===== src/hw/rtl/swl_pkg.sv =====
// shared codes and placement table for the strategy work list
// no dependencies
`timescale 1ns / 1ps

package swl_pkg;

  localparam int ActionWidth   = 3;
  localparam int StrategyWidth = 3;
  localparam int StatusWidth   = 2;

  localparam logic [ActionWidth-1:0] ACT_PUSH     = 3'd0;
  localparam logic [ActionWidth-1:0] ACT_PUSH_DEP = 3'd1;
  localparam logic [ActionWidth-1:0] ACT_POP      = 3'd2;
  localparam logic [ActionWidth-1:0] ACT_REMOVE   = 3'd3;
  localparam logic [ActionWidth-1:0] ACT_FIND     = 3'd4;

  localparam logic [StrategyWidth-1:0] STRAT_DFS      = 3'd0;
  localparam logic [StrategyWidth-1:0] STRAT_BACK_DFS = 3'd1;
  localparam logic [StrategyWidth-1:0] STRAT_CYC_DFS  = 3'd2;
  localparam logic [StrategyWidth-1:0] STRAT_BFS      = 3'd3;
  localparam logic [StrategyWidth-1:0] STRAT_BWD_BFS  = 3'd4;
  localparam logic [StrategyWidth-1:0] STRAT_FWD_BFS  = 3'd5;
  localparam logic [StrategyWidth-1:0] STRAT_BEST     = 3'd6;

  localparam logic [StatusWidth-1:0] STATUS_OK    = 2'd0;
  localparam logic [StatusWidth-1:0] STATUS_EMPTY = 2'd1;
  localparam logic [StatusWidth-1:0] STATUS_FULL  = 2'd2;

  typedef enum logic [1:0] {
    PLACE_FRONT,
    PLACE_BACK,
    PLACE_SORTED
  } place_e;

  function automatic place_e place_for(input logic [StrategyWidth-1:0] strat,
                                       input logic dep);
    place_e p;
    unique case (strat)
      STRAT_BACK_DFS: p = dep ? PLACE_BACK : PLACE_FRONT;
      STRAT_BFS:      p = PLACE_BACK;
      STRAT_BWD_BFS:  p = dep ? PLACE_FRONT : PLACE_BACK;
      STRAT_FWD_BFS:  p = dep ? PLACE_FRONT : PLACE_BACK;
      STRAT_BEST:     p = PLACE_SORTED;
      default:        p = PLACE_FRONT;
    endcase
    return p;
  endfunction

endpackage


===== src/hw/rtl/swl_ram.sv =====
// generic single write port ram with registered read
// no dependencies
`timescale 1ns / 1ps

module swl_ram #(
  parameter int WIDTH = 32,
  parameter int DEPTH = 64
) (
  input  logic                     clk_i,
  input  logic                     we_i,
  input  logic [$clog2(DEPTH)-1:0] waddr_i,
  input  logic [WIDTH-1:0]         wdata_i,
  input  logic [$clog2(DEPTH)-1:0] raddr_i,
  output logic [WIDTH-1:0]         rdata_o
);

  logic [WIDTH-1:0] mem_q [DEPTH];

  always_ff @(posedge clk_i) begin
    if (we_i) begin
      mem_q[waddr_i] <= wdata_i;
    end
    rdata_o <= mem_q[raddr_i];
  end

endmodule


===== src/hw/rtl/strategy_work_list.sv =====
// strategy work list: bounded double ended queue with sorted insert
// depends on swl_pkg and swl_ram
`timescale 1ns / 1ps

// usage
//   cfg_valid_i/cfg_ready_o/cfg_strategy_i write the strategy register; ready is
//   always high, writes are meant for idle periods only.
//   an item (action, edge id, rating) is taken when start is high and busy is low.
//   each item yields one result on the output ports, marked by done_o for one cycle.
//   entries live in one ram used as a ring: front and back pushes write one entry
//   and report in the cycle after acceptance without raising busy; pop reads the front
//   entry, stays busy in the pop state and reports as it returns to idle.
//   sorted push, remove and find walk the list through the single ram read port,
//   one entry per cycle: busy for the whole walk, the result showing as busy falls.
//   pushes into a full list and pops from an empty list report at once.
//   reset empties the list and sets the strategy to depth first.
//   the receiver cannot stall: a result is shown for exactly one cycle.
module strategy_work_list
  import swl_pkg::*;
#(
  parameter int DEPTH        = 64,
  parameter int ID_WIDTH     = 16,
  parameter int RATING_WIDTH = 16
) (
  input  logic                       clk_i,
  input  logic                       rst_ni,
  input  logic                       cfg_valid_i,
  output logic                       cfg_ready_o,
  input  logic [StrategyWidth-1:0]   cfg_strategy_i,
  input  logic                       start,
  output logic                       busy,
  input  logic [ActionWidth-1:0]     action_i,
  input  logic [ID_WIDTH-1:0]        edge_id_i,
  input  logic [RATING_WIDTH-1:0]    rating_i,
  output logic                       done_o,
  output logic [ID_WIDTH-1:0]        popped_id_o,
  output logic                       popped_valid_o,
  output logic                       found_o,
  output logic [StatusWidth-1:0]     status_o,
  output logic [$clog2(DEPTH+1)-1:0] occupancy_o
);

  localparam int AW = $clog2(DEPTH);
  localparam int CW = $clog2(DEPTH + 1);
  localparam int EW = ID_WIDTH + RATING_WIDTH;

  localparam logic [1:0] ST_IDLE = 2'd0;
  localparam logic [1:0] ST_SCAN = 2'd1;
  localparam logic [1:0] ST_POP  = 2'd2;

  localparam logic [1:0] OP_SORT   = 2'd0;
  localparam logic [1:0] OP_REMOVE = 2'd1;
  localparam logic [1:0] OP_FIND   = 2'd2;

  function automatic logic [AW-1:0] phys(input logic [AW-1:0] h, input logic [CW-1:0] l);
    logic [CW:0] s;
    s = (CW+1)'(h) + (CW+1)'(l);
    if (s >= (CW+1)'(DEPTH)) begin
      s = s - (CW+1)'(DEPTH);
    end
    return s[AW-1:0];
  endfunction

  logic [1:0]              state_q, state_d;
  logic [1:0]              op_q, op_d;
  logic [StrategyWidth-1:0] strat_q;
  logic [CW-1:0]           cnt_q, cnt_d;
  logic [AW-1:0]           head_q, head_d;
  logic [CW-1:0]           rd_i_q, rd_i_d;
  logic [CW-1:0]           di_q, di_d;
  logic [CW-1:0]           wi_q, wi_d;
  logic                    dv_q, dv_d;
  logic                    placed_q, placed_d;
  logic                    hit_q, hit_d;
  logic [ID_WIDTH-1:0]     key_id_q, key_id_d;
  logic [RATING_WIDTH-1:0] key_rt_q, key_rt_d;
  logic [EW-1:0]           carry_q, carry_d;

  logic                    done_q, done_d;
  logic [ID_WIDTH-1:0]     pid_q, pid_d;
  logic                    pval_q, pval_d;
  logic                    fnd_q, fnd_d;
  logic [StatusWidth-1:0]  stat_q, stat_d;

  logic                    we;
  logic [AW-1:0]           waddr, raddr;
  logic [EW-1:0]           wdata, rdata;
  logic [ID_WIDTH-1:0]     rd_id;
  logic [RATING_WIDTH-1:0] rd_rt;
  logic                    rd_en;
  place_e                  place;
  logic [AW-1:0]           head_dec, head_inc;

  swl_ram #(
    .WIDTH (EW),
    .DEPTH (DEPTH)
  ) u_ram (
    .clk_i   (clk_i),
    .we_i    (we),
    .waddr_i (waddr),
    .wdata_i (wdata),
    .raddr_i (raddr),
    .rdata_o (rdata)
  );

  assign rd_id    = rdata[EW-1:RATING_WIDTH];
  assign rd_rt    = rdata[RATING_WIDTH-1:0];
  assign rd_en    = (rd_i_q < cnt_q);
  assign place    = place_for(strat_q, action_i == ACT_PUSH_DEP);
  assign head_dec = (head_q == '0) ? AW'(DEPTH - 1) : head_q - AW'(1);
  assign head_inc = (head_q == AW'(DEPTH - 1)) ? '0 : head_q + AW'(1);

  always_comb begin
    state_d  = state_q;
    op_d     = op_q;
    cnt_d    = cnt_q;
    head_d   = head_q;
    rd_i_d   = rd_i_q;
    di_d     = di_q;
    wi_d     = wi_q;
    dv_d     = 1'b0;
    placed_d = placed_q;
    hit_d    = hit_q;
    key_id_d = key_id_q;
    key_rt_d = key_rt_q;
    carry_d  = carry_q;
    done_d   = 1'b0;
    pid_d    = '0;
    pval_d   = 1'b0;
    fnd_d    = 1'b0;
    stat_d   = STATUS_OK;
    we       = 1'b0;
    waddr    = '0;
    wdata    = '0;
    raddr    = phys(head_q, rd_i_q);

    unique case (state_q)
      ST_IDLE: begin
        raddr = head_q;
        if (start) begin
          key_id_d = edge_id_i;
          key_rt_d = rating_i;
          carry_d  = {edge_id_i, rating_i};
          rd_i_d   = '0;
          wi_d     = '0;
          placed_d = 1'b0;
          hit_d    = 1'b0;
          unique case (action_i)
            ACT_PUSH, ACT_PUSH_DEP: begin
              if (cnt_q == CW'(DEPTH)) begin
                done_d = 1'b1;
                stat_d = STATUS_FULL;
              end else begin
                unique case (place)
                  PLACE_FRONT: begin
                    we     = 1'b1;
                    waddr  = head_dec;
                    wdata  = {edge_id_i, rating_i};
                    head_d = head_dec;
                    cnt_d  = cnt_q + CW'(1);
                    done_d = 1'b1;
                  end
                  PLACE_BACK: begin
                    we     = 1'b1;
                    waddr  = phys(head_q, cnt_q);
                    wdata  = {edge_id_i, rating_i};
                    cnt_d  = cnt_q + CW'(1);
                    done_d = 1'b1;
                  end
                  default: begin
                    op_d    = OP_SORT;
                    state_d = ST_SCAN;
                  end
                endcase
              end
            end
            ACT_POP: begin
              if (cnt_q == '0) begin
                done_d = 1'b1;
                stat_d = STATUS_EMPTY;
              end else begin
                state_d = ST_POP;
              end
            end
            ACT_REMOVE: begin
              op_d    = OP_REMOVE;
              state_d = ST_SCAN;
            end
            ACT_FIND: begin
              op_d    = OP_FIND;
              state_d = ST_SCAN;
            end
            default: begin
              done_d = 1'b1;
            end
          endcase
        end
      end
      ST_POP: begin
        pid_d   = rd_id;
        pval_d  = 1'b1;
        done_d  = 1'b1;
        head_d  = head_inc;
        cnt_d   = cnt_q - CW'(1);
        state_d = ST_IDLE;
      end
      ST_SCAN: begin
        if (rd_en) begin
          rd_i_d = rd_i_q + CW'(1);
          dv_d   = 1'b1;
          di_d   = rd_i_q;
        end
        if (dv_q) begin
          unique case (op_q)
            OP_SORT: begin
              if (placed_q || (key_rt_q < rd_rt)) begin
                we       = 1'b1;
                waddr    = phys(head_q, di_q);
                wdata    = carry_q;
                carry_d  = rdata;
                placed_d = 1'b1;
              end
            end
            OP_REMOVE: begin
              if (rd_id != key_id_q) begin
                we    = 1'b1;
                waddr = phys(head_q, wi_q);
                wdata = rdata;
                wi_d  = wi_q + CW'(1);
              end
            end
            default: begin
              if (rd_id == key_id_q) begin
                hit_d = 1'b1;
              end
            end
          endcase
        end else if (!rd_en) begin
          done_d  = 1'b1;
          state_d = ST_IDLE;
          unique case (op_q)
            OP_SORT: begin
              we    = 1'b1;
              waddr = phys(head_q, cnt_q);
              wdata = carry_q;
              cnt_d = cnt_q + CW'(1);
            end
            OP_REMOVE: begin
              cnt_d = wi_q;
            end
            default: begin
              fnd_d = hit_q;
            end
          endcase
        end
      end
      default: begin
        state_d = ST_IDLE;
      end
    endcase
  end

  always_ff @(posedge clk_i or negedge rst_ni) begin
    if (!rst_ni) begin
      state_q <= ST_IDLE;
      strat_q <= STRAT_DFS;
      cnt_q   <= '0;
      head_q  <= '0;
      dv_q    <= 1'b0;
      done_q  <= 1'b0;
    end else begin
      state_q <= state_d;
      cnt_q   <= cnt_d;
      head_q  <= head_d;
      dv_q    <= dv_d;
      done_q  <= done_d;
      if (cfg_valid_i && cfg_ready_o) begin
        strat_q <= cfg_strategy_i;
      end
    end
  end

  always_ff @(posedge clk_i) begin
    op_q     <= op_d;
    rd_i_q   <= rd_i_d;
    di_q     <= di_d;
    wi_q     <= wi_d;
    placed_q <= placed_d;
    hit_q    <= hit_d;
    key_id_q <= key_id_d;
    key_rt_q <= key_rt_d;
    carry_q  <= carry_d;
    pid_q    <= pid_d;
    pval_q   <= pval_d;
    fnd_q    <= fnd_d;
    stat_q   <= stat_d;
  end

  assign cfg_ready_o    = 1'b1;
  assign busy           = (state_q != ST_IDLE);
  assign done_o         = done_q;
  assign popped_id_o    = pid_q;
  assign popped_valid_o = pval_q;
  assign found_o        = fnd_q;
  assign status_o       = stat_q;
  assign occupancy_o    = cnt_q;

endmodule


===== config.mk =====
export PLATFORM = sky130hd
export DESIGN_NAME = strategy_work_list
export DESIGN_NICKNAME = d
export VERILOG_FILES = /design/src/hw/rtl/swl_pkg.sv /design/src/hw/rtl/swl_ram.sv /design/src/hw/rtl/strategy_work_list.sv
export SDC_FILE = /design/constraint.sdc
export NUM_CORES = 2
export LEC_CHECK = 0
export BUFFER_PORTS_ARGS = -buffer_cell sky130_fd_sc_hd__buf_2
export CORE_ASPECT_RATIO = 1.4
export CORE_MARGIN = 5
export CORE_UTILIZATION = 45
export DETAILED_ROUTE_END_ITERATION = 10
export PLACE_DENSITY = 0.66
export SKIP_CTS_REPAIR_TIMING = 1
export SLEW_MARGIN = 5
export SYNTH_ARGS = -nofsm -noshare
export SYNTH_HDL_FRONTEND = slang
export SYNTH_HIERARCHICAL = 1
export SYNTH_SLANG_ARGS = --single-unit

===== constraint.sdc =====
create_clock -name clk_i -period 7.1 [get_ports clk_i]
set_clock_uncertainty 0.05 [all_clocks]
set_input_delay 1.065 -clock clk_i [delete_from_list [all_inputs] [get_ports clk_i]]
set_output_delay 1.065 -clock clk_i [all_outputs]
set_load 0.02 [all_outputs]

==> impl_results.md <==
* Root buffer cell: clkbuf_16
* Area Overhead vs Synth at 11.7%
* EDFF count, synth at 2,136
* DP Wirelength at 141 mm
* Drt wl/cell at 31.9 um
* Setup Crit Path Kind: flip-flop to flip-flop
* Share of the synthesized area in the top cell type at 0.739
* Register area share after synthesis at 0.757
* Post-synth cell types at 80
* Grt ovf at 0
* R2R depth at 10
* Synth top cells by count: 2,136 x edfxtp_1, 446 x mux4_2, 191 x mux2i_1, 136 x nor2_1, 130 x a22oi_1
* # DRC at 0
* Hold Fails Final Rpt at 0
* Relative slew slack at 0.142
* PD cells at roughly 490 nW/um2
* Final non-filler cell total at 7,060
* RSZ-0062 raised after global routing: false
* Type of origin of the critical path: flip-flop
* TritonCTS Buffers at a little under 200
* Num rows at 190
* Syn_nets at 4,328
* Top-count cell post-synth: edfxtp_1
* Vias per inst at 6.18
* CP Capture Type: flip-flop
* Final Slew Violations at 0
* Number of top-level pins at 72
* Starting density of the core at 0.453
* Final nets at between 4,000 and 5,000
* Clock latency on the worst-skew pair at 0.86 ns
* Area leader, netlist: edfxtp_1
* Synth Register Bits at 2,208
* Pin count of the biggest net entering global routing at 111
* DR vias at between 40,000 and 50,000
* Clock sinks at 2,208
* TritonRoute pass-1 iters at 6
* Crit share post-route at 0.832
* Maxcap violations at 0
* Avg Cell Area, Syn at around 21 um2
* Achievable Freq at 169 MHz
* Antenna Nets Post-Route at 0
* Worst-case clock buffer depth at 4
* Reg-to-reg slack, setup at 1.19 ns
* Port buffer count at 70
* Gr busiest metal: met2
* Synthesized instance count at 4,231
* Die span in y at 530 um
* Starting DRT DRC Count at 5,236
* Die footprint at about 200,000 um2
* Fillers at approximately 15,000
* Met1 Use GR at 0.277
* Status: complete, no violations
* All-Layer GR Usage at 0.221
* Max IR drop VDD at 0.000468 V
* Die Wd at 381 um
* H-tree levels at 4
* Setup violators final at 0
* Setup TNS at 0 ns
* CTS tree: yes
* Dominant cells by area after synthesis: edfxtp_1 74%, mux4_2 12%, mux2i_1 2.2%, dfxtp_1 1.2%, a22oi_1 1.1%
* GR Util met2 at 0.370
* Antenna violations before repair at 18
* R2r endpoint: u_ram/mem_q[31][19]
* First-pass GRT wire length at ~320 mm
* CP Data Arrival Time at between 6 and 7 ns
* Total core area at 192,000 um2
* Min-delay worst type: primary input to async pin
* Global routing usage on met3 at 0.0361
* Worst slew pin tran at 1.28 ns
* Crit Path Max Fanout at 38
* Async S/R FF share, synth at 0.00906
* Min Tclk post-route at 5.91 ns
* Worst reg2reg path startpoint: state_q[1]
* CP required at between 7 and 8 ns
* WL final at roughly 230 mm
* Vias in the first global route at roughly 44,000
* Reg clk slew, reported paths at roughly 0.060 ns
* LEAKAGE at between 30 and 40 nW
* Final GP Congestion at around 0.90
* Post-synthesis cell area at 86,800 um2
* Share of cells above drive strength 1 at 0.240
* Main synth FF type: edfxtp_1
* Inst Count DP at between 6,000 and 7,000
* Synth warn at 6
==> worst max path at each step <==
stage | startpoint | end | depth (start not counted)
floorplan | start | u_ram/mem_q[28][0] | 12
global placement | state_q[1] | u_ram/mem_q[31][15] | 10
detailed placement | state_q[1] | u_ram/mem_q[31][19] | 10
CTS | state_q[1] | u_ram/mem_q[31][19] | 10
global route | state_q[1] | u_ram/mem_q[31][19] | 10
finish | state_q[1] | u_ram/mem_q[31][19] | 10
==> cell families (layout without fill, tap and decap cells) <==
kind of cell,Yosys count,after routing,share of synthesized area
flops,2208,2208,0.757
mux,673,673,0.142
compound gates,541,541,0.0447
simple gates,408,408,0.0233
buf+inv,288,613,0.0187
xor+xnor,57,57,0.00575
fa+ha+maj,55,55,0.00828
other cells,1,9,0.0000432
==> critical path, stage by stage, from the launching register on <==
cell and delay (ns):
dfrtp_1 0.43, inv_1 0.10, ha_2 0.18, clkinv_1 0.44, or4_4 0.73, or3_1 0.32, buf_4 0.27, o221ai_1 0.73
nand3b_1 0.93, nor2_4 1.10, buf_4 0.33
==> power by group <==
| part | switching (mW) | internal [mW] |
|---|---|---|
| Combinational | 13.7 | 7.74 |
| Sequential | 0.392 | 15.3 |
| Clock | 4.62 | 5.84 |
==> flip-flops by register name, summed over array words and instances, names as in the netlist, 7 cells and up <==
register,flops
key_id_q,16
u_ram/mem_q,2048
carry_q,32
rd_i_q,7
key_rt_q,16
wi_q,7
popped_id_o,16
u_ram/rdata_o,32
occupancy_o,7
==> layer usage <==
metal | share of wire | vias to the layer above | wire (um)
li1 | - | 17900 | -
met1 | 0.36 | 23100 | 81400
met2 | 0.50 | 2069 | 112000
met3 | 0.076 | 518 | 17200
met4 | 0.064 | 8 | 14500
met5 | 0.00022 | - | 49
==> cells in the final DEF (no fill, tap or decap), types with 15 or more instances in the layout <==
cell       instances
edfxtp_1        2136
mux4_2           446
clkbuf_16        199
mux2i_1          191
buf_4            136
a22oi_1          130
buf_2             70
nor2_1            69
nand3_1           67
nor2_4            66
nand2_1           63
a21oi_1           61
o21ai_0           58
dfxtp_1           52
ha_1              50
o22ai_1           44
inv_1             43
clkbuf_1          43
clkinv_1          38
mux2_2            35
xor2_1            33
clkinv_2          33
a211oi_1          26
a31oi_1           25
a221o_2           25
xnor2_1           23
and2_1            21
o221ai_1          20
a21boi_0          20
dfrtp_1           20
bufinv_16         18
nor2b_1           17
a21boi_1          15
o211ai_1          15
==> through the flow <==
step | cell area [um2] | util | total power, mW | setup WS (ns) | hold WS, ns
CTS | 96900 | 0.506 | 47.6 | 1.34 | 0.155
detailed placement | 90700 | 0.473 | 37.1 | 1.29 | 0.457
global placement | 90700 | 0.473 | 37.0 | 1.32 | 0.457
global route | 96900 | 0.506 | 49.1 | 1.02 | 0.213
finish | 97000 | 0.506 | 47.5 | 1.19 | 0.189
floorplan | 86800 | - | 29.1 | 1.20 | 0.390
==> cell type report <==
type	instances	area [um2]	area share
Timing Repair Buffer	217	1580	0.0163
Antenna cell	8	20.0	0.000206
Sequential cell	2208	65700	0.677
Multi-Input combinational cell	1735	20200	0.208
Inverter	44	165	0.00170
Clock buffer	245	5180	0.0534
Clock inverter	107	1030	0.0106
Tap cell	2496	3120	0.0322
No activity file was read; power rests on OpenSTA's default activity.
